[src/pcxrle_pkg.sv]
// Shared types and constants of the PCX run-length plane decoder.
// No dependencies.
package pcxrle_pkg;

  localparam int BYTE_W      = 8;
  localparam int COUNT_W     = 6;
  localparam int ADDR_W      = 30;
  localparam int LINE_CFG_W  = 14;
  localparam int PLANE_CFG_W = 3;
  localparam int ROW_CFG_W   = 15;
  localparam int CFG_DATA_W  = 15;
  localparam int CFG_IDX_W   = 2;

  localparam int DEF_MAX_LINE_BYTES = 16384;
  localparam int DEF_MAX_ROWS       = 16384;
  localparam int DEF_MAX_PLANES     = 4;

  // Depth of the command queue between front and back.
  localparam int CMD_DEPTH = 2;

  // Run code: both top bits set, count in the low six bits.
  localparam logic [1:0] RUN_MARK = 2'b11;

  localparam logic                   RST_COMPRESSED     = 1'b1;
  localparam logic [LINE_CFG_W-1:0]  RST_BYTES_PER_LINE = 14'd80;
  localparam logic [PLANE_CFG_W-1:0] RST_PLANE_COUNT    = 3'd1;
  localparam logic [ROW_CFG_W-1:0]   RST_ROW_COUNT      = 15'd200;

  typedef enum logic [CFG_IDX_W-1:0] {
    CFG_COMPRESSED     = 2'd0,
    CFG_BYTES_PER_LINE = 2'd1,
    CFG_PLANE_COUNT    = 2'd2,
    CFG_ROW_COUNT      = 2'd3
  } cfg_idx_e;

  typedef struct packed {
    logic                   compressed;
    logic [LINE_CFG_W-1:0]  bytes_per_line;
    logic [PLANE_CFG_W-1:0] plane_count;
    logic [ROW_CFG_W-1:0]   row_count;
  } cfg_t;

  // One write job: value repeated count times.
  typedef struct packed {
    logic [BYTE_W-1:0]  value;
    logic [COUNT_W-1:0] count;
  } cmd_t;

endpackage

[src/pcxrle_front.sv]
// Front end: classifies stream bytes into literal and run commands.
// Depends on pcxrle_pkg.
module pcxrle_front (
  input  logic                         clk_i,
  input  logic                         rst_ni,
  input  logic                         restart_i,
  input  logic                         compressed_i,
  input  logic                         accept_i,
  input  logic [pcxrle_pkg::BYTE_W-1:0] byte_i,
  output logic                         cmd_valid_o,
  output pcxrle_pkg::cmd_t             cmd_o
);

  logic                           await_q, await_d;
  logic [pcxrle_pkg::COUNT_W-1:0] pend_q, pend_d;

  always_comb begin
    cmd_valid_o = 1'b0;
    cmd_o.value = byte_i;
    cmd_o.count = pcxrle_pkg::COUNT_W'(1);
    await_d     = await_q;
    pend_d      = pend_q;
    if (restart_i) begin
      await_d = 1'b0;
      pend_d  = '0;
    end else if (accept_i) begin
      priority if (!compressed_i) begin
        cmd_valid_o = 1'b1;
      end else if (await_q) begin
        // value byte of a run: issue with the held count
        cmd_valid_o = 1'b1;
        cmd_o.count = pend_q;
        await_d     = 1'b0;
        pend_d      = '0;
      end else if (byte_i[7:6] == pcxrle_pkg::RUN_MARK) begin
        pend_d  = byte_i[pcxrle_pkg::COUNT_W-1:0];
        await_d = 1'b1;
      end else begin
        cmd_valid_o = 1'b1;
      end
    end
  end

  always_ff @(posedge clk_i or negedge rst_ni) begin
    if (!rst_ni) begin
      await_q <= 1'b0;
      pend_q  <= '0;
    end else begin
      await_q <= await_d;
      pend_q  <= pend_d;
    end
  end

endmodule

[src/pcxrle_cmd_fifo.sv]
// Short command queue between front and back end.
// Depends on pcxrle_pkg.
module pcxrle_cmd_fifo (
  input  logic             clk_i,
  input  logic             rst_ni,
  input  logic             flush_i,
  input  logic             push_i,
  input  pcxrle_pkg::cmd_t data_i,
  input  logic             pop_i,
  output logic             full_o,
  output logic             valid_o,
  output pcxrle_pkg::cmd_t data_o
);

  localparam int PtrW = (pcxrle_pkg::CMD_DEPTH > 1) ? $clog2(pcxrle_pkg::CMD_DEPTH) : 1;
  localparam int CntW = $clog2(pcxrle_pkg::CMD_DEPTH + 1);

  pcxrle_pkg::cmd_t mem_q [pcxrle_pkg::CMD_DEPTH];
  logic [PtrW-1:0]  wr_q, rd_q;
  logic [CntW-1:0]  cnt_q;

  assign full_o  = (cnt_q == CntW'(pcxrle_pkg::CMD_DEPTH));
  assign valid_o = (cnt_q != '0);
  assign data_o  = mem_q[rd_q];

  function automatic logic [PtrW-1:0] ptr_inc(input logic [PtrW-1:0] p);
    ptr_inc = (p == PtrW'(pcxrle_pkg::CMD_DEPTH - 1)) ? '0 : p + PtrW'(1);
  endfunction

  always_ff @(posedge clk_i) begin
    if (push_i && !full_o) begin
      mem_q[wr_q] <= data_i;
    end
  end

  always_ff @(posedge clk_i or negedge rst_ni) begin
    if (!rst_ni) begin
      wr_q  <= '0;
      rd_q  <= '0;
      cnt_q <= '0;
    end else if (flush_i) begin
      wr_q  <= '0;
      rd_q  <= '0;
      cnt_q <= '0;
    end else begin
      if (push_i && !full_o) wr_q <= ptr_inc(wr_q);
      if (pop_i && valid_o) rd_q <= ptr_inc(rd_q);
      unique case ({push_i && !full_o, pop_i && valid_o})
        2'b10:   cnt_q <= cnt_q + CntW'(1);
        2'b01:   cnt_q <= cnt_q - CntW'(1);
        default: cnt_q <= cnt_q;
      endcase
    end
  end

endmodule

[src/pcxrle_back.sv]
// Back end: walks write position; one buffer write per cycle unless stalled.
// Depends on pcxrle_pkg.
module pcxrle_back #(
  parameter int MAX_LINE_BYTES = pcxrle_pkg::DEF_MAX_LINE_BYTES,
  parameter int MAX_ROWS       = pcxrle_pkg::DEF_MAX_ROWS,
  parameter int MAX_PLANES     = pcxrle_pkg::DEF_MAX_PLANES
) (
  input  logic                            clk_i,
  input  logic                            rst_ni,
  input  logic                            flush_i,
  input  logic                            restart_i,
  input  pcxrle_pkg::cfg_t                cfg_i,
  input  logic                            head_valid_i,
  input  pcxrle_pkg::cmd_t                head_i,
  output logic                            head_pop_o,
  input  logic                            pop_i,
  output logic                            empty_o,
  output logic [pcxrle_pkg::BYTE_W-1:0]   pixel_value_o,
  output logic [pcxrle_pkg::ADDR_W-1:0]   buffer_address_o,
  output logic                            last_of_run_o,
  output logic                            image_complete_o
);

  localparam int LineW  = $clog2(MAX_LINE_BYTES + 1);
  localparam int RowW   = $clog2(MAX_ROWS + 1);
  localparam int PlaneW = (MAX_PLANES > 1) ? $clog2(MAX_PLANES) : 1;
  localparam int AW     = pcxrle_pkg::ADDR_W;
  localparam int CW     = pcxrle_pkg::COUNT_W;
  localparam int PCW    = pcxrle_pkg::PLANE_CFG_W;

  logic [LineW-1:0]  eff_line;
  logic [PCW-1:0]    eff_planes;
  logic [RowW-1:0]   eff_rows;
  logic [PlaneW-1:0] top_plane;

  logic [AW-1:0]     stride_q;
  logic [LineW-1:0]  col_q, col_d;
  logic [AW-1:0]     col_off_q, col_off_d;
  logic [AW-1:0]     row_base_q, row_base_d;
  logic [RowW-1:0]   row_q, row_d;
  logic [PlaneW-1:0] plane_q, plane_d;
  logic              finished_q, finished_d;
  logic [CW-1:0]     idx_q, idx_d;

  logic              out_valid_q;
  logic              out_ready, live, do_emit, drop, done, last_w;

  // Clamp the raw register values into the supported range.
  always_comb begin
    priority if (cfg_i.bytes_per_line == '0) eff_line = LineW'(1);
    else if (32'(cfg_i.bytes_per_line) > MAX_LINE_BYTES) eff_line = LineW'(MAX_LINE_BYTES);
    else eff_line = LineW'(cfg_i.bytes_per_line);

    priority if (cfg_i.plane_count == '0) eff_planes = PCW'(1);
    else if (32'(cfg_i.plane_count) > MAX_PLANES) eff_planes = PCW'(MAX_PLANES);
    else eff_planes = cfg_i.plane_count;

    priority if (cfg_i.row_count == '0) eff_rows = RowW'(1);
    else if (32'(cfg_i.row_count) > MAX_ROWS) eff_rows = RowW'(MAX_ROWS);
    else eff_rows = RowW'(cfg_i.row_count);

    top_plane = PlaneW'(eff_planes - PCW'(1));
  end

  assign out_ready  = !out_valid_q || pop_i;
  assign live       = head_valid_i && !restart_i;
  assign drop       = live && (finished_q || head_i.count == '0);
  assign do_emit    = live && !finished_q && head_i.count != '0 && out_ready;
  assign head_pop_o = drop || (do_emit && last_w);

  always_comb begin
    col_d      = col_q;
    col_off_d  = col_off_q;
    row_base_d = row_base_q;
    row_d      = row_q;
    plane_d    = plane_q;
    finished_d = finished_q;
    idx_d      = idx_q;
    done       = 1'b0;
    if (restart_i) begin
      col_d      = '0;
      col_off_d  = '0;
      row_base_d = '0;
      row_d      = '0;
      plane_d    = top_plane;
      finished_d = 1'b0;
      idx_d      = '0;
    end else if (do_emit) begin
      if (col_q + LineW'(1) >= eff_line) begin
        col_d     = '0;
        col_off_d = '0;
        if (plane_q == '0) begin
          // line done on the lowest plane: advance to the next row
          plane_d    = top_plane;
          row_d      = row_q + RowW'(1);
          row_base_d = row_base_q + stride_q;
          if (row_q + RowW'(1) >= eff_rows) begin
            finished_d = 1'b1;
            done       = 1'b1;
            row_d      = '0;
            row_base_d = '0;
          end
        end else begin
          plane_d = plane_q - PlaneW'(1);
        end
      end else begin
        col_d     = col_q + LineW'(1);
        col_off_d = col_off_q + AW'(eff_planes);
      end
      idx_d = ((idx_q + CW'(1) == head_i.count) || done) ? '0 : idx_q + CW'(1);
    end else if (drop) begin
      idx_d = '0;
    end
  end

  assign last_w = (idx_q + CW'(1) == head_i.count) || done;

  // Row stride changes only with configuration; register it off the add path.
  always_ff @(posedge clk_i) begin
    stride_q <= AW'(eff_line) * AW'(eff_planes);
  end

  always_ff @(posedge clk_i or negedge rst_ni) begin
    if (!rst_ni) begin
      col_q      <= '0;
      col_off_q  <= '0;
      row_base_q <= '0;
      row_q      <= '0;
      plane_q    <= '0;
      finished_q <= 1'b0;
      idx_q      <= '0;
    end else begin
      col_q      <= col_d;
      col_off_q  <= col_off_d;
      row_base_q <= row_base_d;
      row_q      <= row_d;
      plane_q    <= plane_d;
      finished_q <= finished_d;
      idx_q      <= idx_d;
    end
  end

  always_ff @(posedge clk_i or negedge rst_ni) begin
    if (!rst_ni) begin
      out_valid_q <= 1'b0;
    end else if (flush_i) begin
      out_valid_q <= 1'b0;
    end else if (do_emit) begin
      out_valid_q <= 1'b1;
    end else if (pop_i) begin
      out_valid_q <= 1'b0;
    end
  end

  always_ff @(posedge clk_i) begin
    if (do_emit) begin
      pixel_value_o    <= head_i.value;
      buffer_address_o <= row_base_q + col_off_q + AW'(plane_q);
      last_of_run_o    <= last_w;
      image_complete_o <= done;
    end
  end

  assign empty_o = !out_valid_q;

endmodule

[src/pcx_rle_plane_decoder_unit.sv]
// Top level of the PCX run-length plane decoder.
// Depends on pcxrle_pkg, pcxrle_front, pcxrle_cmd_fifo and pcxrle_back.
//
//   channel   handshake            payload
//   -------   ------------------   ---------------------------------------------
//   input     push / full          stream_byte_i
//   result    empty / pop          pixel_value_o, buffer_address_o,
//                                  last_of_run_o, image_complete_o
//   config    cfg_valid_i / ready  cfg_index_i, cfg_data_i
//
// A byte is classified in the cycle it is taken; a literal or run command then
// waits in a two-entry queue. The back end emits one buffer write per cycle, one
// for each byte of a run; a run code byte alone makes no write. The output
// register holds a write until it is popped; the back end stalls on it, and the
// front stalls when the command queue is full or a restart is under way.
// Reset clears all position state. A register write flushes queue and output
// and restarts decoding; full stays high for the one cycle of that restart.
module pcx_rle_plane_decoder_unit #(
  parameter int MAX_LINE_BYTES = pcxrle_pkg::DEF_MAX_LINE_BYTES,
  parameter int MAX_ROWS       = pcxrle_pkg::DEF_MAX_ROWS,
  parameter int MAX_PLANES     = pcxrle_pkg::DEF_MAX_PLANES
) (
  input  logic                                clk_i,
  input  logic                                rst_ni,
  // byte stream
  input  logic                                push,
  output logic                                full,
  input  logic [pcxrle_pkg::BYTE_W-1:0]       stream_byte_i,
  // buffer writes
  output logic                                empty,
  input  logic                                pop,
  output logic [pcxrle_pkg::BYTE_W-1:0]       pixel_value_o,
  output logic [pcxrle_pkg::ADDR_W-1:0]       buffer_address_o,
  output logic                                last_of_run_o,
  output logic                                image_complete_o,
  // configuration writes
  input  logic                                cfg_valid_i,
  output logic                                cfg_ready_o,
  input  logic [pcxrle_pkg::CFG_IDX_W-1:0]    cfg_index_i,
  input  logic [pcxrle_pkg::CFG_DATA_W-1:0]   cfg_data_i
);

  pcxrle_pkg::cfg_t cfg_q, cfg_d;
  logic             cfg_we;
  logic             restart_q;
  logic             in_accept;
  logic             q_full, q_valid, q_pop, cmd_valid;
  pcxrle_pkg::cmd_t cmd, head;

  // Configuration is always taken; any write restarts the decoder.
  assign cfg_ready_o = 1'b1;
  assign cfg_we      = cfg_valid_i && cfg_ready_o;

  always_comb begin
    cfg_d = cfg_q;
    if (cfg_we) begin
      unique case (pcxrle_pkg::cfg_idx_e'(cfg_index_i))
        pcxrle_pkg::CFG_COMPRESSED:     cfg_d.compressed     = cfg_data_i[0];
        pcxrle_pkg::CFG_BYTES_PER_LINE: cfg_d.bytes_per_line =
          cfg_data_i[pcxrle_pkg::LINE_CFG_W-1:0];
        pcxrle_pkg::CFG_PLANE_COUNT:    cfg_d.plane_count    =
          cfg_data_i[pcxrle_pkg::PLANE_CFG_W-1:0];
        pcxrle_pkg::CFG_ROW_COUNT:      cfg_d.row_count      =
          cfg_data_i[pcxrle_pkg::ROW_CFG_W-1:0];
        default:                        cfg_d = cfg_q;
      endcase
    end
  end

  always_ff @(posedge clk_i or negedge rst_ni) begin
    if (!rst_ni) begin
      cfg_q.compressed     <= pcxrle_pkg::RST_COMPRESSED;
      cfg_q.bytes_per_line <= pcxrle_pkg::RST_BYTES_PER_LINE;
      cfg_q.plane_count    <= pcxrle_pkg::RST_PLANE_COUNT;
      cfg_q.row_count      <= pcxrle_pkg::RST_ROW_COUNT;
      restart_q            <= 1'b0;
    end else begin
      cfg_q     <= cfg_d;
      restart_q <= cfg_we;
    end
  end

  // Hold off input while the queue is full or the back end restarts.
  assign full      = q_full || restart_q;
  assign in_accept = push && !full;

  pcxrle_front u_front (
    .clk_i        (clk_i),
    .rst_ni       (rst_ni),
    .restart_i    (cfg_we),
    .compressed_i (cfg_q.compressed),
    .accept_i     (in_accept),
    .byte_i       (stream_byte_i),
    .cmd_valid_o  (cmd_valid),
    .cmd_o        (cmd)
  );

  pcxrle_cmd_fifo u_fifo (
    .clk_i   (clk_i),
    .rst_ni  (rst_ni),
    .flush_i (cfg_we),
    .push_i  (cmd_valid),
    .data_i  (cmd),
    .pop_i   (q_pop),
    .full_o  (q_full),
    .valid_o (q_valid),
    .data_o  (head)
  );

  pcxrle_back #(
    .MAX_LINE_BYTES (MAX_LINE_BYTES),
    .MAX_ROWS       (MAX_ROWS),
    .MAX_PLANES     (MAX_PLANES)
  ) u_back (
    .clk_i            (clk_i),
    .rst_ni           (rst_ni),
    .flush_i          (cfg_we),
    .restart_i        (restart_q),
    .cfg_i            (cfg_q),
    .head_valid_i     (q_valid && !cfg_we),
    .head_i           (head),
    .head_pop_o       (q_pop),
    .pop_i            (pop),
    .empty_o          (empty),
    .pixel_value_o    (pixel_value_o),
    .buffer_address_o (buffer_address_o),
    .last_of_run_o    (last_of_run_o),
    .image_complete_o (image_complete_o)
  );

endmodule

[config.mk]
export PLATFORM = sky130hd
export DESIGN_NAME = pcx_rle_plane_decoder_unit
export DESIGN_NICKNAME = d
export VERILOG_FILES = /design/src/pcxrle_pkg.sv /design/src/pcxrle_front.sv /design/src/pcxrle_cmd_fifo.sv /design/src/pcxrle_back.sv /design/src/pcx_rle_plane_decoder_unit.sv
export SDC_FILE = /design/constraint.sdc
export NUM_CORES = 1
export LEC_CHECK = 0
export BUFFER_PORTS_ARGS = -buffer_cell sky130_fd_sc_hd__buf_2
export CAP_MARGIN = 15
export CORE_MARGIN = 2
export CORE_UTILIZATION = 50
export CTS_CLUSTER_SIZE = 12
export DETAILED_ROUTE_END_ITERATION = 10
export PLACE_DENSITY = 0.64
export REMOVE_ABC_BUFFERS = 1
export SYNTH_ARGS = -nofsm -noshare
export SYNTH_HDL_FRONTEND = slang
export SYNTH_HIERARCHICAL = 1
export SYNTH_SLANG_ARGS = --single-unit
[constraint.sdc]
create_clock -name clk_i -period 5.4 [get_ports clk_i]
set_clock_uncertainty 0.1 [all_clocks]
set_input_delay 1.08 -clock clk_i [delete_from_list [all_inputs] [get_ports clk_i]]
set_output_delay 1.08 -clock clk_i [all_outputs]
set_load 0.005 [all_outputs]
==> metrics.cfg, run 1 <==
[outcome]
outcome=finished clean

[timing]
tightest_slew_ns=0.742
finalCriticalPeriod_ns=4.37
hold_slack_ns=0.308
slew_headroom_pct=50.5
finalMaxSlewViolations=0
finalCritPeriodShare_pct=80.9
fin_tns_setup_ns=0
hold_viol=0
fmax_ghz=0.229
grt_setup_unrepaired=no
setup_violations=0

[finish]
multiInputGateArea_um2=7650
fin_area_um2=15700
nNetsFinal=1633
diodes=0
ff_latch_area_um2=6020
syn2layout_area_growth_pct=10.7
fillers=2416
drive_gt1_share_pct=13.4

[worst_setup_path]
worstSetupPathType=flip-flop to flip-flop
path_max_fanout=15
cp.arrival_ns=4.75
endpoint_kind=flip-flop
critPathLaunchType=flip-flop
required_ns=5.78

[die]
fp.dieW_um=172
rows=61
die_area_um2=29700
ios=73
fp.dieH_um=172
start_util_pct=50.9
coreArea_um2=27900

[logic_synthesis]
ys_async_sr_fraction_pct=63.0
synth_edf_count=68
yosysTopAreaCell=dfrtp_1
syn_inst=1394
synth_ff_type=dfrtp_1
ys_top_cells_by_count=nand2_1 (143), dfrtp_1 (138), ha_1 (123), nor2_1 (87), inv_1 (73)
netlist.area_leader.share_pct=24.3
synth_area_leaders=dfrtp_1 (24%), edfxtp_1 (14%), ha_1 (11%)
synth_area_um2=14200
seq_area_frac_synth_pct=42.4
ys_ff_latch=230
synth_cell_types=83
yosys.cell_count.top_type=nand2_1
yosys_warnings=6
syn_avg_cell_area_um2=10.2

[power]
p_sw_mw=1.94
comb_power_share_pct=30.4
leakagePower_nw=7.49
peakVddDrop_mv=0.254
p_clk_share_pct=30.2
power_frac_seq_pct=39.5
power_density_nw_per_um2=365
power.total_mw=5.73
p_int_mw=3.79
p_sw_share_pct=33.8

[grt]
antenna_found_initial=0
first_global_vias=9909
grt_overflow=0
grt_pass1_wl_mm=50.7
grt_max_degree=58
gr-usage-all-layers_pct=21.4

[drt]
ant_nets=0
detail_route.wl_per_cell_um=16.7
drt-pass1-iter-count=7
dr.first_iter.drc_count=610
avgViaCountPerCell=5.53
drt_drc_violations_left=0
vias=10300
wl_mm=31.1

[clocking]
cts_resized=0
postCtsSetupRepairBufs=0
cts_buffers=27
cts_root_buf=clkbuf_16
path_clk_slew_ns=0.06
clk_latency_ns=0.55
cts.sinks=230
cts_tree=yes
hold_buffers=0
clock_path_buffers=3
htreeDepth=1

[placed_design]
gp_congestion=0.894
hpwlAfterDp_mm=23.1
portBuffers=71
dpl-instance-area_um2=14900

[min_path]
holdCritPathClass=primary input to async pin

[run]
maxCapViolations=0

-- final timing paths --
check / cells past startpoint / to / slack (ns) / startpoint
hold / removal: 1 / u_front/pend_q[0] / 0.31 / rst_ni
max in group asynchronous: 2 / u_back/col_off_q[0] / 3.81 / rst_ni
setup / recovery: 16 / u_back/row_base_q[24] / 1.03 / u_back/row_q[0]
hold reg to reg: 1 / u_back/col_off_q[10] / 0.40 / u_back/col_off_q[10]
setup reg to reg: 16 / u_back/row_base_q[24] / 1.03 / u_back/row_q[0]
min in group clk_i: 1 / u_back/col_off_q[10] / 0.40 / u_back/col_off_q[10]
-- through the flow --
| stage | instances | util (%) | setup WS [ns] |
|---|---|---|---|
| 6_report | 1861 | 56.4 | 1.03 |
| 5_1_grt | 1861 | 56.4 | 0.760 |
| 4_1_cts | 1861 | 56.4 | 1.07 |
| 3_5_place_dp | 1811 | 53.4 | 1.12 |
| 3_3_place_gp | 1811 | 53.4 | 1.25 |
| 2_1_floorplan | 1351 | - | 0.640 |
-- cell usage in the layout, fill, tap and decap left out, types with 10 or more instances in the layout --
cell and count:
buf_2 70, dfxtp_1 17, buf_4 11, nor2_1 87
and2_1 21, inv_1 72, mux2_4 10, fa_1 18
edfxtp_1 68, nand2_1 143, clkbuf_1 11, nor3_1 14
o21ai_1 29, o31ai_1 18, nand3_1 53, o21ai_0 55
a21o_1 44, xor2_1 42, clkbuf_16 28, nand4_1 26
xnor2_1 62, a22o_1 14, mux2_2 37, ha_1 123
nand2b_1 16, a21oi_1 66, dfrtp_1 138, and3_1 23
or3_1 12
-- power groups by stage --
stage | clock, mW | sequential, mW | combinational (mW)
after floorplan | 0 | 2.19 | 1.34
after global placement | 0 | 2.29 | 1.72
after detailed placement | 0 | 2.29 | 1.74
after CTS | 1.77 | 2.26 | 1.75
after global routing | 1.86 | 2.29 | 1.96
final | 1.73 | 2.26 | 1.74
-- worst max-delay path, stage by stage, from the launching register on --
cell	delay [ns]
dfrtp_1	0.46
ha_1	0.30
nand2_1	0.07
nor2_1	0.22
and3_1	0.29
and3_1	0.27
xor2_1	0.19
ha_1	0.27
a21o_1	0.16
a21o_1	0.16
a21o_1	0.19
or4_1	0.40
a21oi_1	0.15
or2_2	0.32
nand2_1	0.23
or3_1	0.41
nand3_1	0.08
-- flip-flops by register name, summed over array words and instances (netlist names), 2 cells and up --
register / flops
cfg_q: 33
u_back/row_q: 15
u_back/plane_q: 2
u_back/col_q: 15
u_fifo/cnt_q: 2
u_back/pixel_value_o: 8
u_back/idx_q: 6
u_back/buffer_address_o: 30
u_back/col_off_q: 30
u_front/pend_q: 6
u_fifo/mem_q: 28
u_back/row_base_q: 30
u_back/stride_q: 17
-- routing by layer --
layer,global-route usage (%),share of wire [%]
met5,0,0
met4,4.90,1.7
met3,2.70,3.7
met2,34.9,47
met1,30.4,47
-- cell type report --
class,count,share of cell area [%]
well taps,378,3.01
repair buffers,82,2.83
flip-flops and latches,230,38.3
multi-input cells,1046,48.7
clock inverters,8,0.366
inverters,75,1.79
clock buffers,42,4.99
-- kinds of logic (layout without fill, tap and decap cells) --
logic type,after synthesis,count (layout),synth area share [%]
DFF,230,230,42.4
buffers and inverters,118,207,3.73
muxes,48,48,4.06
xor gates and xnor gates,104,104,6.42
other,1,1,0.0264
AOI/OAI and AO/OA,311,311,14.6
and+or+nand+nor,441,441,15.4
adders and majority gates,141,141,13.4
No activity file was read; power rests on OpenSTA's default activity.
==> inputs of run 2 (changes only) <==
- clock period: 5.4 -> 4.5 ns (I/O delays scaled with it)
==> run 2 against run 1 <==
  * Power rose by 23%
  * Fmax rose by 4.9%
  * Wire length rose by 2.1%
  * Sequential power rose by 19%
  * Register-to-register slack got worse by 0.70 ns
  * Worst hold slack improved by 0.026 ns
  * Sequential share of layout area fell by 0.43 points
  * Non-clock buffer count rose by 10
  * Via count rose by 2.5%
  * First-iteration DRC count rose by 33%
  * Worst setup slack got worse by 0.70 ns
  * Clock power rose by 31%
==> metrics.cfg, run 2 (synthesis gave the netlist of run 1 again) <==
[outcome]
outcome=finished clean

[worst_setup_path]
r2r-start=u_back/row_q[0]
endpoint_kind=flip-flop
path_max_fanout=7  ; -8
r2r-end=u_back/row_base_q[24]
reg2reg_depth=16  ; unchanged
rrSetupSlack_ns=0.33  ; -0.70 ns
worstSetupPathType=flip-flop to flip-flop
required_ns=4.87  ; -0.91 ns
cp.arrival_ns=4.54  ; -0.21 ns
critPathLaunchType=flip-flop

[drt]
drt-pass1-iter-count=4  ; -3
ant_nets=0  ; unchanged
wl_mm=31.8  ; +2.1%
dr.first_iter.drc_count=814  ; +33%
drt_drc_violations_left=0  ; unchanged
vias=10500  ; +2.5%
detail_route.wl_per_cell_um=17.0  ; +1.6%
avgViaCountPerCell=5.64  ; +1.9%

[finish]
nNetsFinal=1643  ; +0.61%
drive_gt1_share_pct=14.3  ; +0.91 points
max_flop_register=cfg_q
syn2layout_area_growth_pct=11.9
diodes=0  ; unchanged
multiInputGateArea_um2=7650  ; about the same
fillers=2435  ; +0.79%
final_common_cell=nand2_1
mostFrequentLayoutCells=nand2_1 (143), dfrtp_1 (138), ha_1 (123), nor2_1 (87), inv_1 (72)
largest_reg_flops=33  ; unchanged
fin_area_um2=15900  ; +1.1%
ff_latch_area_um2=6020  ; unchanged

[grt]
first_global_vias=10000  ; +1.0%
grt_overflow=0  ; unchanged
grt_max_degree=103  ; +78%
gr-usage-all-layers_pct=21.7  ; +0.29 points
grt_pass1_wl_mm=51.3  ; +1.2%
antenna_found_initial=0  ; unchanged

[clocking]
cts_root_buf=clkbuf_16
clock_path_buffers=3  ; unchanged
htreeDepth=1  ; unchanged
cts_tree=yes
cts_buffers=27  ; unchanged
postCtsSetupRepairBufs=0  ; unchanged
path_clk_slew_ns=0.06  ; about the same
cts.sinks=230  ; unchanged
clk_latency_ns=0.54  ; about the same

[run]
maxCapViolations=0  ; unchanged

[die]
rows=61  ; unchanged
die_area_um2=29700  ; unchanged
start_util_pct=50.9  ; unchanged
fp.dieW_um=172  ; unchanged
coreArea_um2=27900  ; unchanged
ios=73  ; unchanged
fp.dieH_um=172  ; unchanged

[power]
power_density_nw_per_um2=446  ; +22%
peakVddDrop_mv=0.301  ; +18%
leakagePower_nw=7.60  ; +1.4%

[timing]
setup_violations=0  ; unchanged
tightest_slew_ns=1.02  ; +0.273 ns
setup_ws_ns=0.333  ; -0.698 ns
finalMaxSlewViolations=0  ; unchanged
slew_headroom_pct=32.3  ; -18 points
finalCritPeriodShare_pct=92.6  ; +12 points
fmax_ghz=0.240  ; +4.9%
grt_setup_unrepaired=no
finalCriticalPeriod_ns=4.17  ; -0.202 ns
hold_viol=0  ; unchanged

[placed_design]
gp_congestion=0.856  ; -4.3%
dpl-instance-area_um2=15000  ; +0.59%
pre_cts_ws_ns=0.325  ; -0.790 ns
hpwlAfterDp_mm=23.4  ; +1.4%
portBuffers=71  ; unchanged

[min_path]
holdCritPathClass=primary input to async pin

run 2: changes by cell type in the layout (fill, tap and decap cells not counted), moves of 3 or more:
cell       before  now
buf_4          11   20
clkbuf_1       11    6
bufinv_16       0    3
clkbuf_8        3    6
clkinv_2        6    3
run 2: what timing repair did:
action | 4_1_cts | 5_1_grt
setup endpoints to repair | 0 | 4
hold buffers | 0 | 0
hold endpoints to repair | 0 | 0
gates resized for setup | 0 | 2
run 2: layout make-up:
type,instances,area share (%)
Clock inverter,11,0.906
Timing Repair Buffer,92,3.35
Clock buffer,39,4.91
Multi-Input combinational cell,1046,48.2
Tap cell,378,2.98
Inverter,75,1.77
Sequential cell,230,37.9
run 2: how the worst max path moves through the flow:
stage                     from                     to  cells past startpoint
2_1_floorplan  u_back/col_q[2]  u_back/row_base_q[16]                     13
3_3_place_gp   u_back/row_q[0]            u_fifo/rd_q                     17
3_5_place_dp   u_back/row_q[0]            u_fifo/rd_q                     17
4_1_cts        u_back/row_q[0]            u_fifo/rd_q                     17
5_1_grt        u_back/row_q[0]        u_fifo/cnt_q[0]                     17
6_report       u_back/row_q[0]  u_back/row_base_q[24]                     16
run 2: layer usage:
layer  part of all wire, %  up-vias  global-route usage [%]
met4                   3.1        0                    6.94
met3                   3.8       47                    2.70
li1                      -     5179                       -
met2                    46      224                    35.1
met5                     0        -                       0
met1                    47     5096                    30.2
run 2: per-stage QoR:
step	power [mW]	hold WS [ns]	instances	TNS [ns]	utilization, %
finish	7.08	0.334	1871	0	57.0
global placement	4.81	0.391	1821	0	53.7
global route	7.52	0.427	1871	0	57.0
floorplan	4.23	0.358	1351	-1.51	-
CTS	7.14	0.404	1871	0	57.0
detailed placement	4.86	0.390	1821	0	53.7
run 2: worst max-delay path, stage by stage, from the launching register on:
cell and delay [ns]:
dfrtp_1 0.46, ha_1 0.29, nand2_1 0.07, nor2_1 0.24
and3_1 0.29, and3_1 0.26, xor2_1 0.17, ha_1 0.26
a21o_1 0.16, a21o_1 0.16, a21o_1 0.19, or4_1 0.40
a21oi_1 0.16, or2_2 0.21, nand2_1 0.19, or3_1 0.41
nand3_1 0.09
run 2: report_power, final:
group          total [mW]  internal, mW  switching, mW
clock                2.26          1.38          0.878
combinational        2.13         0.937           1.19
sequential           2.70          2.44          0.261
total                7.08          4.75           2.33
